[config.mk]
export PLATFORM = sky130hd
export DESIGN_NAME = bitmap_block_allocator
export DESIGN_NICKNAME = d
export VERILOG_FILES = /design/src/rtl/core/bba_pkg.sv /design/src/rtl/core/bba_run_ram.sv /design/src/rtl/core/bba_engine.sv /design/src/rtl/core/bitmap_block_allocator.sv
export SDC_FILE = /design/constraint.sdc
export NUM_CORES = 1
export LEC_CHECK = 0
export BUFFER_PORTS_ARGS = -buffer_cell sky130_fd_sc_hd__buf_4
export CAP_MARGIN = 20
export CELL_PAD_IN_SITES_DETAIL_PLACEMENT = 1
export CELL_PAD_IN_SITES_GLOBAL_PLACEMENT = 2
export CORE_ASPECT_RATIO = 0.9
export CORE_UTILIZATION = 44
export CTS_CLUSTER_DIAMETER = 40
export DETAILED_ROUTE_END_ITERATION = 8
export PLACE_DENSITY = 0.91
export SYNTH_ARGS = -nofsm -noshare
export SYNTH_HDL_FRONTEND = slang
export SYNTH_SLANG_ARGS = --single-unit
export TNS_END_PERCENT = 10
[constraint.sdc]
create_clock -name clk -period 12.1 [get_ports clk]
set_clock_uncertainty 0.15 [all_clocks]
set_input_delay 1.21 -clock clk [delete_from_list [all_inputs] [get_ports clk]]
set_output_delay 1.21 -clock clk [all_outputs]
set_load 0.02 [all_outputs]
[src/rtl/core/bba_pkg.sv]
`default_nettype none

package bba_pkg;

  localparam int NUM_BLOCKS  = 28;
  localparam int NUM_OWNERS  = 16;
  localparam int MAX_LIVE    = 16;

  localparam int BLOCK_SHIFT = 10;
  localparam int BLOCK_BYTES = 1024;
  localparam int MAX_BYTES   = NUM_BLOCKS * BLOCK_BYTES;

  localparam int IDX_W  = (NUM_BLOCKS > 1) ? $clog2(NUM_BLOCKS) : 1;
  localparam int CNT_W  = $clog2(NUM_BLOCKS + 1);
  localparam int LEN_W  = CNT_W;
  localparam int OWN_W  = 4;
  localparam int LIVE_W = $clog2(MAX_LIVE + 1);
  localparam int WIDE_W = 2 * NUM_BLOCKS;

  localparam logic [31:0] HEAP_BASE_RST = 32'h2000_1000;
  localparam logic [4:0]  USABLE_RST    = 5'd28;

  localparam logic [1:0] CFG_HEAP_BASE = 2'd0;
  localparam logic [1:0] CFG_USABLE    = 2'd1;

  typedef enum logic [1:0] {
    CMD_ALLOC      = 2'd0,
    CMD_FREE_ADDR  = 2'd1,
    CMD_FREE_OWNER = 2'd2
  } cmd_e;

  typedef enum logic [2:0] {
    ST_OK         = 3'd0,
    ST_BAD_SIZE   = 3'd1,
    ST_NO_SPACE   = 3'd2,
    ST_TABLE_FULL = 3'd3,
    ST_NOT_FOUND  = 3'd4
  } status_e;

  typedef enum logic [2:0] {
    S_IDLE,
    S_DECODE,
    S_ALLOC,
    S_FREE_CHK,
    S_OWNER,
    S_DONE
  } state_t;

  typedef struct packed {
    logic [1:0]  command;
    logic [31:0] size_bytes;
    logic [31:0] address;
    logic [3:0]  owner;
  } req_item_t;

  typedef struct packed {
    logic [2:0]  status;
    logic [31:0] block_address;
    logic [27:0] changed_blocks;
  } rsp_item_t;

  typedef struct packed {
    logic [31:0] heap_base;
    logic [4:0]  usable_blocks;
  } cfg_t;

  typedef struct packed {
    logic [LEN_W-1:0] length;
    logic [OWN_W-1:0] owner;
  } run_t;

  typedef struct packed {
    logic             rd_en;
    logic [IDX_W-1:0] rd_addr;
    logic             wr_en;
    logic [IDX_W-1:0] wr_addr;
    run_t             wr_data;
  } ram_req_t;

  function automatic logic [NUM_BLOCKS-1:0] run_mask(input logic [IDX_W-1:0] start,
                                                     input logic [LEN_W-1:0] len);
    logic [WIDE_W-1:0] ones;
    logic [WIDE_W-1:0] shifted;
    ones    = (WIDE_W'(1) << len) - WIDE_W'(1);
    shifted = ones << start;
    return shifted[NUM_BLOCKS-1:0];
  endfunction

endpackage

`default_nettype wire

[src/rtl/core/bba_run_ram.sv]
`default_nettype none

module bba_run_ram (
  input  wire               clk,
  input  wire               rst,
  input  bba_pkg::ram_req_t ram,
  output bba_pkg::run_t     rd_data
);
  import bba_pkg::*;

  run_t                  mem [NUM_BLOCKS];
  logic [NUM_BLOCKS-1:0] valid;
  run_t                  rd_q;
  logic                  rd_valid_q;

  always_ff @(posedge clk) begin
    if (ram.wr_en) begin
      mem[ram.wr_addr] <= ram.wr_data;
    end
    if (ram.rd_en) begin
      rd_q <= mem[ram.rd_addr];
    end
  end

  // Entries never written since reset read as an empty run.
  always_ff @(posedge clk) begin
    if (rst) begin
      valid      <= '0;
      rd_valid_q <= 1'b0;
    end else begin
      if (ram.wr_en) begin
        valid[ram.wr_addr] <= 1'b1;
      end
      if (ram.rd_en) begin
        rd_valid_q <= valid[ram.rd_addr];
      end
    end
  end

  assign rd_data = rd_valid_q ? rd_q : '0;

endmodule

`default_nettype wire

[src/rtl/core/bba_engine.sv]
`default_nettype none

module bba_engine (
  input  wire                clk,
  input  wire                rst,
  input  wire                req_valid,
  output logic               req_ready,
  input  bba_pkg::req_item_t req,
  input  bba_pkg::cfg_t      cfg,
  input  wire                slot_free,
  output logic               done,
  output bba_pkg::rsp_item_t res,
  output bba_pkg::ram_req_t  ram,
  input  bba_pkg::run_t      rd_data
);
  import bba_pkg::*;

  state_t                state;
  state_t                state_next;
  req_item_t             item;
  logic [NUM_BLOCKS-1:0] free_map;
  logic [LIVE_W-1:0]     live_count;
  logic [LEN_W-1:0]      need;
  logic [CNT_W-1:0]      limit;
  logic [CNT_W-1:0]      cand;
  logic [CNT_W-1:0]      cnt;
  logic [IDX_W-1:0]      blk_idx;

  logic                  table_full;
  logic                  bad_size;
  logic [32:0]           size_round;
  logic [31:0]           offset;
  logic [21:0]           blk;
  logic                  addr_ok;
  logic [CNT_W:0]        cand_end;
  logic                  cand_fits;
  logic [NUM_BLOCKS-1:0] cand_mask;
  logic                  alloc_take;
  logic [CNT_W-1:0]      cnt_prev;
  logic [IDX_W-1:0]      rel_idx;
  logic                  rel_hit;
  logic [NUM_BLOCKS-1:0] rel_mask;
  logic                  accept;

  assign accept     = req_valid && req_ready;
  assign table_full = live_count >= LIVE_W'(MAX_LIVE);
  assign bad_size   = (32'(item.owner) >= NUM_OWNERS) || (item.size_bytes == '0) ||
                      (item.size_bytes > 32'(MAX_BYTES));
  assign size_round = {1'b0, item.size_bytes} + 33'(BLOCK_BYTES - 1);
  assign offset     = item.address - cfg.heap_base;
  assign blk        = offset[31:BLOCK_SHIFT];
  assign addr_ok    = (offset[BLOCK_SHIFT-1:0] == '0) && (32'(blk) < NUM_BLOCKS);

  assign cand_end   = (CNT_W + 1)'(cand) + (CNT_W + 1)'(need);
  assign cand_fits  = cand_end <= (CNT_W + 1)'(limit);
  assign cand_mask  = run_mask(cand[IDX_W-1:0], need);
  assign alloc_take = (state == S_ALLOC) && cand_fits && ((free_map & cand_mask) == cand_mask);

  assign cnt_prev = cnt - CNT_W'(1);
  assign rel_idx  = (state == S_OWNER) ? cnt_prev[IDX_W-1:0] : blk_idx;
  assign rel_mask = run_mask(rel_idx, rd_data.length);
  assign rel_hit  = ((state == S_FREE_CHK) && (rd_data.length != '0)) ||
                    ((state == S_OWNER) && (cnt != '0) && (rd_data.length != '0) &&
                     (rd_data.owner == item.owner));

  always_ff @(posedge clk) begin
    if (rst) begin
      state <= S_IDLE;
    end else begin
      state <= state_next;
    end
  end

  always_comb begin
    state_next = state;
    unique case (state)
      S_IDLE: begin
        if (accept) begin
          state_next = S_DECODE;
        end
      end
      S_DECODE: begin
        case (item.command)
          CMD_ALLOC:      state_next = (table_full || bad_size) ? S_DONE : S_ALLOC;
          CMD_FREE_ADDR:  state_next = addr_ok ? S_FREE_CHK : S_DONE;
          CMD_FREE_OWNER: state_next = S_OWNER;
          default:        state_next = S_DONE;
        endcase
      end
      S_ALLOC: begin
        if (!cand_fits || alloc_take) begin
          state_next = S_DONE;
        end
      end
      S_FREE_CHK: state_next = S_DONE;
      S_OWNER: begin
        if (cnt == CNT_W'(NUM_BLOCKS)) begin
          state_next = S_DONE;
        end
      end
      S_DONE: begin
        if (slot_free) begin
          state_next = S_IDLE;
        end
      end
      default: state_next = S_IDLE;
    endcase
  end

  always_comb begin
    req_ready   = (state == S_IDLE);
    done        = (state == S_DONE) && slot_free;
    ram.rd_en   = 1'b0;
    ram.rd_addr = '0;
    if ((state == S_DECODE) && (item.command == CMD_FREE_ADDR) && addr_ok) begin
      ram.rd_en   = 1'b1;
      ram.rd_addr = blk[IDX_W-1:0];
    end else if ((state == S_OWNER) && (cnt < CNT_W'(NUM_BLOCKS))) begin
      ram.rd_en   = 1'b1;
      ram.rd_addr = cnt[IDX_W-1:0];
    end
    ram.wr_en   = alloc_take || rel_hit;
    ram.wr_addr = alloc_take ? cand[IDX_W-1:0] : rel_idx;
    ram.wr_data = alloc_take ? run_t'{length: need, owner: item.owner} : '0;
  end

  always_ff @(posedge clk) begin
    if (rst) begin
      free_map   <= '1;
      live_count <= '0;
    end else if (alloc_take) begin
      free_map   <= free_map & ~cand_mask;
      live_count <= live_count + LIVE_W'(1);
    end else if (rel_hit) begin
      free_map <= free_map | rel_mask;
      if (live_count != '0) begin
        live_count <= live_count - LIVE_W'(1);
      end
    end
  end

  always_ff @(posedge clk) begin
    if (accept) begin
      item <= req;
    end
    case (state)
      S_DECODE: begin
        res.status         <= ST_NOT_FOUND;
        res.block_address  <= '0;
        res.changed_blocks <= '0;
        need    <= LEN_W'(size_round >> BLOCK_SHIFT);
        limit   <= (int'(cfg.usable_blocks) > NUM_BLOCKS) ? CNT_W'(NUM_BLOCKS)
                                                          : CNT_W'(cfg.usable_blocks);
        cand    <= '0;
        cnt     <= '0;
        blk_idx <= blk[IDX_W-1:0];
        if (item.command == CMD_ALLOC) begin
          if (table_full) begin
            res.status <= ST_TABLE_FULL;
          end else if (bad_size) begin
            res.status <= ST_BAD_SIZE;
          end
        end else if (item.command == CMD_FREE_OWNER) begin
          res.status <= ST_OK;
        end
      end
      S_ALLOC: begin
        if (!cand_fits) begin
          res.status <= ST_NO_SPACE;
        end else if (alloc_take) begin
          res.status         <= ST_OK;
          res.block_address  <= cfg.heap_base + (32'(cand) << BLOCK_SHIFT);
          res.changed_blocks <= 28'(cand_mask);
        end else begin
          cand <= cand + CNT_W'(1);
        end
      end
      S_FREE_CHK: begin
        if (rel_hit) begin
          res.status         <= ST_OK;
          res.block_address  <= item.address;
          res.changed_blocks <= 28'(rel_mask);
        end
      end
      S_OWNER: begin
        cnt <= cnt + CNT_W'(1);
        if (rel_hit) begin
          res.changed_blocks <= res.changed_blocks | 28'(rel_mask);
        end
      end
      default: begin
      end
    endcase
  end

endmodule

`default_nettype wire

[src/rtl/core/bitmap_block_allocator.sv]
`default_nettype none

// Channel | Signals                               | Role
// req     | req_valid, req_ready, req             | command item in
// rsp     | rsp_valid, rsp_ready, rsp             | result item out
// cfg     | cfg_valid, cfg_ready, cfg_index, cfg_data | register write
//
// Allocate decodes the item, then tries one candidate start block per cycle
// from block 0 up until a free run fits or none fits. Free by address reads
// the named block's run, or ends after decode when the address names no
// block; free all of owner does one registered run-table read per cycle.
// Reset frees every block; the run table needs no clearing pass.
// A new item is taken while a result still waits in the output register;
// the engine stalls in its last state only when that register is still full.

module bitmap_block_allocator (
  input  wire                clk,
  input  wire                rst,
  input  wire                req_valid,
  output logic               req_ready,
  input  bba_pkg::req_item_t req,
  output logic               rsp_valid,
  input  wire                rsp_ready,
  output bba_pkg::rsp_item_t rsp,
  input  wire                cfg_valid,
  output logic               cfg_ready,
  input  wire [1:0]          cfg_index,
  input  wire [31:0]         cfg_data
);
  import bba_pkg::*;

  cfg_t      cfg;
  logic      slot_free;
  logic      done;
  rsp_item_t res;
  ram_req_t  ram;
  run_t      rd_data;

  assign cfg_ready = 1'b1;
  assign slot_free = !rsp_valid || rsp_ready;

  always_ff @(posedge clk) begin
    if (rst) begin
      cfg.heap_base     <= HEAP_BASE_RST;
      cfg.usable_blocks <= USABLE_RST;
    end else if (cfg_valid && cfg_ready) begin
      unique case (cfg_index)
        CFG_HEAP_BASE: cfg.heap_base     <= cfg_data;
        CFG_USABLE:    cfg.usable_blocks <= cfg_data[4:0];
        default: begin
        end
      endcase
    end
  end

  always_ff @(posedge clk) begin
    if (rst) begin
      rsp_valid <= 1'b0;
    end else if (done) begin
      rsp_valid <= 1'b1;
    end else if (rsp_ready) begin
      rsp_valid <= 1'b0;
    end
  end

  always_ff @(posedge clk) begin
    if (done) begin
      rsp <= res;
    end
  end

  bba_engine u_engine (
    .clk       (clk),
    .rst       (rst),
    .req_valid (req_valid),
    .req_ready (req_ready),
    .req       (req),
    .cfg       (cfg),
    .slot_free (slot_free),
    .done      (done),
    .res       (res),
    .ram       (ram),
    .rd_data   (rd_data)
  );

  bba_run_ram u_run_ram (
    .clk     (clk),
    .rst     (rst),
    .ram     (ram),
    .rd_data (rd_data)
  );

endmodule

`default_nettype wire
==> results of run 1 <==
[cell type report]
cell class                 instances  area (µm²)
multi-input combinational       2000       12800
clock buffer                      96        2220
tap                              930        1160
clock inverter                    64         860
sequential                       585       16500
timing repair buffer             223        1690
inverter                          86         323
fill                            7340       32900
[sequential cells by signal, indices dropped and copies added (netlist names)]
| signal | cells |
|---|---|
| u_engine.free_map | 28 |
| u_engine.live_count | 5 |
| u_engine.need | 5 |
| u_engine.limit | 5 |
| u_engine.state | 3 |
| u_run_ram.mem | 252 |
| u_engine.cand | 5 |
| u_run_ram.rd_q | 9 |
| u_run_ram.valid | 28 |
| rsp_valid | 1 |
| u_engine.res | 63 |
| u_engine.blk_idx | 5 |
| u_run_ram.rd_valid_q | 1 |
| rsp | 63 |
| u_engine.item | 70 |
| u_engine.cnt | 5 |
| cfg | 37 |
[critical path, cell delays in order (launching register included)]
cell,delay [ns]
dfxtp_1,0.38
inv_1,0.11
ha_1,0.44
a21oi_1,0.34
o21ai_0,0.26
or2_2,0.37
a221o_1,0.33
a31oi_1,0.19
xnor2_1,0.13
a31oi_1,0.60
nand2_2,0.27
o21ai_4,0.78
buf_4,0.95
mux2i_1,0.34
a221oi_1,0.14
o21ai_1,0.32
nand4b_1,0.22
[cell families after synthesis]
family | Yosys count | synth area share
and+or+nand+nor | 935 | 0.146
AOI/OAI and AO/OA | 773 | 0.169
DFF | 585 | 0.544
buffers and inverters | 274 | 0.0374
muxes | 167 | 0.0595
xor gates and xnor gates | 64 | 0.0184
adders and majority gates | 60 | 0.0256
other | 1 | 0.000123
[final timing paths]
check                   startpoint                end  cells after the start
setup / recovery           cfg[27]  u_run_ram.rd_q[6]                     16
hold / removal    u_engine.res[59]            rsp[59]                      0
setup reg to reg           cfg[27]  u_run_ram.rd_q[6]                     16
hold reg to reg   u_engine.res[59]            rsp[59]                      0
[power by group through the flow]
stage | Sequential (µW) | Combinational, µW | Clock [µW]
after floorplan | 2320 | 581 | 0
after global placement | 2340 | 845 | 0
after global routing | 2310 | 957 | 2750
after CTS | 2300 | 877 | 2680
after detailed placement | 2340 | 867 | 0
final | 2300 | 895 | 2660
[stage by stage]
step | setup WS (ns) | util
2_1_floorplan | 6.36 | -
3_3_place_gp | 5.67 | 0.474
3_5_place_dp | 5.57 | 0.474
4_1_cts | 5.49 | 0.519
5_1_grt | 5.04 | 0.520
6_report | 5.44 | 0.520
[per-layer routing]
layer | vias up | routed length [µm] | GRT usage
li1 | 11000 | - | -
met1 | 12500 | 44400 | 0.393
met2 | 1041 | 51100 | 0.500
met3 | 244 | 7370 | 0.0511
met4 | 4 | 4140 | 0.127
met5 | - | 23 | 0
[cell usage after synthesis (all sizes together), types with 10 or more instances]
master | number | area (µm²)
nor2 | 282 | 1130
a221o | 10 | 100
nor4 | 18 | 155
xor2 | 17 | 149
edfxtp | 482 | 14500
buf | 64 | 348
a22oi | 37 | 278
nor2b | 16 | 100
a211oi | 21 | 163
a32oi | 24 | 210
clkbuf | 124 | 465
nand3 | 100 | 500
a21o | 18 | 135
dfxtp | 103 | 2060
a21oi | 216 | 1090
mux2 | 17 | 206
and3 | 23 | 144
inv | 84 | 315
or3 | 17 | 106
nand2b | 18 | 113
o31ai | 16 | 130
xnor2 | 47 | 412
nand2 | 306 | 1160
o21ai | 164 | 828
a311oi | 10 | 87.6
nand4 | 25 | 178
ha | 55 | 688
o21a | 43 | 323
o221ai | 12 | 105
nor3 | 44 | 220
o22ai | 18 | 113
mux2i | 146 | 1510
or2 | 14 | 87.6
o211ai | 31 | 233
a31oi | 26 | 163
and2 | 23 | 144
a22o | 14 | 123
a221oi | 17 | 155
o31a | 12 | 123
==> impl_metrics.csv, run 1 <==
group,metric,value,unit
timing,slew_viol_final,0,
die,design.die.area,70200,µm²
place,place_area,32500,µm²
place,dp_hpwl,73400,µm
timing,finalSetupViolations,0,
yosys,synthFlopType,"edfxtp_1",
critical_path,crit_type,"flop to flop",
die,dieHeight,251,µm
power,pwr-share-comb,0.153,
timing,fmax,0.150,GHz
clocking,numClockSinks,585,
die,start_util,0.444,
clocking,holdBufCountCts,0,
yosys,syn-instance-count,2859,
yosys,synth.avg_cell_area,10.6,µm²
global_routing,grt_overflow_total,0,
die,rows,91,
place,placed_cells,3821,
clocking,clkTransAtPathRegs,0.06,ns
yosys,async_flop_share,0,
cells_and_area,antenna_cells,0,
yosys,netlist-cell-type-count,107,
detailed_routing,drt-total-wl,107000,µm
cells_and_area,nNetsFinal,3149,
timing,worst_pin_slew,1.15,ns
power,netSwitchingFraction,0.290,
run,maxCapViolations,0,
yosys,synth_area,30400,µm²
cells_and_area,fin_cells,3984,
global_routing,grt_pass1_wl,161000,µm
yosys,synth_edf_count,482,
detailed_routing,first_pass_iters,5,
power,finalPower,5860,µW
power,power_frac_clock,0.454,
yosys,yosysSeqAreaShare,0.544,
cells_and_area,fin_area,35600,µm²
detailed_routing,num_vias,24800,
die,coreArea,68400,µm²
global_routing,grt_max_degree,80,
clocking,root_buffer,"clkbuf_16",
critical_path,worst_ep_required_time,12.31,ns
clocking,worstSkewPairLatency,0.66,ns
timing,slew_headroom,0.232,
clocking,cts_made_buffers,85,
global_routing,antenna_found_initial,3,
yosys,syn_nets,3027,
cells_and_area,area_growth,17.0,%
die,io_pins,175,
place,port_buffers,173,
cells_and_area,final_cell_mix,"edfxtp_1 (482), nand2_1 (303), nor2_1 (252)",
clocking,post_cts.repair.setup_buffers,0,
power,internal-power,4160,µW
detailed_routing,vias_per_cell,6.22,
detailed_routing,drtIter0Drc,2330,
power,p_seq_frac,0.393,
clocking,ctsLongestPathBuffers,3,
yosys,yosys_warnings,0,
power,cellPowerDensity,165,nW/µm²
clocking,cts_resized,0,
power,leakage,0.0124,µW
cells_and_area,final_common_cell,"edfxtp_1",
outcome,status,"completed",
timing,timing.hold.ws,0.265,ns
critical_path,cp.arrival,6.87,ns
yosys,synth_seq_cells,585,
timing,finalHoldViolCount,0,
timing,tns,0,ns
detailed_routing,drcViolationCount,0,
critical_path,start_kind,"flop",
timing,min_period,6.66,ns
power,p_sw,1700,µW
global_routing,first_global_vias,25800,
place,place_congestion,0.933,
die,die_x,279,µm
timing,rsz0062_at_grt,"false",
detailed_routing,wire_per_inst,26.9,µm
detailed_routing,ant_nets,0,
clocking,cts_tree,"built",
power,ir_worst_vdd,0.133,mV
worst_hold_path,hold_class,"flop to flop",
global_routing,grt.total_usage,0.303,
cells_and_area,drive_above_1_share,0.160,
timing,period_share,0.550,
clocking,cts_htree_levels,3,
critical_path,r2r_slack,5.44,ns
critical_path,crit_path_end_kind,"flop",
critical_path,crit_fanout,70,
Note: power is estimated with default switching activity, not from simulation.
==> inputs of run 2 (changes only) <==
CORE_UTILIZATION = 41   (was 44)
PLACE_DENSITY = 0.86   (was 0.91)
clock period = 6.32 ns   (was 12.1 ns; I/O delays follow)
==> run 2 against run 1 <==
Critical path depth increased by 1. Power grew 95%. Sequential power grew 92%. Via count is 0.37% higher. Highest routed layer is now met4.
==> impl_metrics.csv, run 2 (synthesis results as in run 1) <==
group,metric,value,unit
outcome,status,"completed",
critical_path,crit_cells,17,
global_routing,antenna_found_initial,2,
cells_and_area,drive_above_1_share,0.169,
critical_path,reg2reg_from,"u_engine.need[4]",
timing,fmax,0.164,GHz
critical_path,r2r_end,"u_run_ram.mem[25][1]",
detailed_routing,met1_length,45700,µm
die,coreArea,73300,µm²
global_routing,grt_max_degree,90,
timing,finalSetupViolations,0,
critical_path,crit_path_end_kind,"flop",
detailed_routing,drtIter0Drc,2192,
die,io_pins,175,
critical_path,r2r_slack,0.22,ns
clocking,post_cts.repair.setup_buffers,0,
cells_and_area,final_common_cell,"edfxtp_1",
place,place_area,32800,µm²
place,dp_hpwl,73700,µm
clocking,cts_tree,"built",
place,place_ws,0.234,ns
clocking,clkTransAtPathRegs,0.06,ns
critical_path,slowest_stage,"or4_4",
detailed_routing,wl_met3,6450,µm
die,die_x,289,µm
cells_and_area,nFillCells,7853,
clocking,ctsLongestPathBuffers,3,
cells_and_area,largest_register,"u_run_ram.mem",
cells_and_area,final_cell_mix,"edfxtp_1 (482), nand2_1 (303), nor2_1 (253)",
detailed_routing,wl_met2,50900,µm
global_routing,grt.total_usage,0.280,
clocking,cts_made_buffers,91,
critical_path,cp.arrival,6.24,ns
cells_and_area,top_regs,"u_run_ram.mem (252), u_engine.item (70)",
critical_path,crit_fanout,22,
detailed_routing,num_vias,24900,
die,start_util,0.415,
critical_path,reg2reg_depth,17,
timing,period_share,0.965,
timing,slew_headroom,0.257,
detailed_routing,ant_nets,0,
timing,min_period,6.10,ns
power,cellPowerDensity,315,nW/µm²
power,ir_worst_vdd,0.264,mV
die,rows,94,
timing,rsz0062_at_grt,"true",
detailed_routing,drcViolationCount,0,
timing,layout_setup_ws,0.219,ns
clocking,root_buffer,"clkbuf_16",
place,port_buffers,173,
cells_and_area,fin_area,36400,µm²
timing,worst_pin_slew,1.11,ns
cells_and_area,largest_register_ffs,252,
cells_and_area,area_growth,19.6,%
critical_path,worst_ep_required_time,6.45,ns
detailed_routing,wire_per_inst,26.0,µm
critical_path,cp_top_family,"simple AND/OR/NAND/NOR gates",
place,place_congestion,0.949,
detailed_routing,top_layer_used,"met4",
global_routing,grt_overflow_total,0,
detailed_routing,first_pass_iters,7,
clocking,cts_htree_levels,3,
die,dieHeight,260,µm
run,maxCapViolations,0,
clocking,numClockSinks,585,
critical_path,cp_num_buf_inv,2,
critical_path,start_kind,"flop",
critical_path,crit_type,"flop to flop",
power,leakage,0.0129,µW
worst_hold_path,hold_class,"primary input to flop",
critical_path,max_stage_delay,0.62,ns
cells_and_area,nNetsFinal,3217,
global_routing,first_global_vias,25500,
critical_path,crit_start,"u_engine.need[4]",
detailed_routing,vias_per_cell,6.09,
global_routing,grt_pass1_wl,160000,µm
timing,slew_viol_final,0,
critical_path,path_cells,"or4_4 -> nor2_1 -> inv_1 -> ha_1 -> nor3_1 -> mux2i_1 -> o221ai_1 -> nand3_1 -> mux4_2 -> or3_1 -> o2111ai_1 -> nor4_2 -> nand4_2 -> or2_2 -> buf_4 -> mux2_4 -> nor2_2",
timing,finalHoldViolCount,0,
die,design.die.area,75200,µm²
detailed_routing,drt-total-wl,106000,µm
clocking,worstSkewPairLatency,0.65,ns
critical_path,endpoint,"u_run_ram.mem[25][1]",
## run 2: cell types whose count changed in the layout (fill, tap and decap cells not counted), moves of 2 or more
cell           previous run  this run
buf_4                   222       251
clkbuf_16                85        94
clkinv_1                  5         7
clkinv_16                 3         1
clkinv_4                  3        12
clkinv_8                  2         0
clkinvlp_4               12         6
dlygate4sd3_1             0        32
inv_8                     5         7
nor2_2                   27        21
nor2_4                    3         8
## run 2: worst min-delay path by stage
stage                           from           endpoint  slack (ns)  cells after the start
CTS                           req[7]   u_engine.item[7]      0.0005                      1
floorplan           u_engine.res[28]            rsp[28]        0.25                      0
detailed placement  u_engine.res[29]            rsp[29]        0.26                      0
finish                       req[49]  u_engine.item[49]        0.02                      1
global route                  req[7]   u_engine.item[7]       0.007                      1
global placement    u_engine.res[37]            rsp[37]        0.26                      0
## run 2: area by class of cell
type                       instances  area (µm²)  share of cell area
sequential                       585       16500               0.455
antenna                            1        2.50           0.0000688
timing repair buffer             285        2240              0.0617
inverter                          86         323             0.00888
clock inverter                    68         815              0.0224
clock buffer                     103        2430              0.0667
tap                              960        1200              0.0330
multi-input combinational       2000       12800               0.352
## run 2: power by group
| part | switching, µW | internal [µW] | leakage, µW |
|---|---|---|---|
| logic | 1160 | 571 | 0.00602 |
| clock network | 2020 | 3280 | 0.00158 |
| registers | 103 | 4310 | 0.00526 |
| total | 3280 | 8170 | 0.0129 |
## run 2: repair_timing
action                     CTS  global route
hold buffers                32             0
setup endpoints to repair    0           103
hold endpoints to repair    32             0
gates resized for setup      0             8
## run 2: metal layers
metal  global-route usage  up-vias
li1                     -    11100
met1                0.375    12600
met2                0.465      937
met3               0.0401      206
met4               0.0896        0
met5                    0        -
## run 2: per-stage QoR
| stage | setup TNS, ns | utilization | hold WS (ns) | power (µW) | cells |
|---|---|---|---|---|---|
| after floorplan | 0 | - | 0.250 | 5560 | 2859 |
| after global placement | 0 | 0.447 | 0.257 | 6120 | 3884 |
| after detailed placement | 0 | 0.447 | 0.255 | 6170 | 3884 |
| after CTS | 0 | 0.496 | 0.000472 | 11500 | 4087 |
| after global routing | -0.261 | 0.496 | 0.00746 | 11800 | 4088 |
| final | 0 | 0.496 | 0.0219 | 11400 | 4088 |
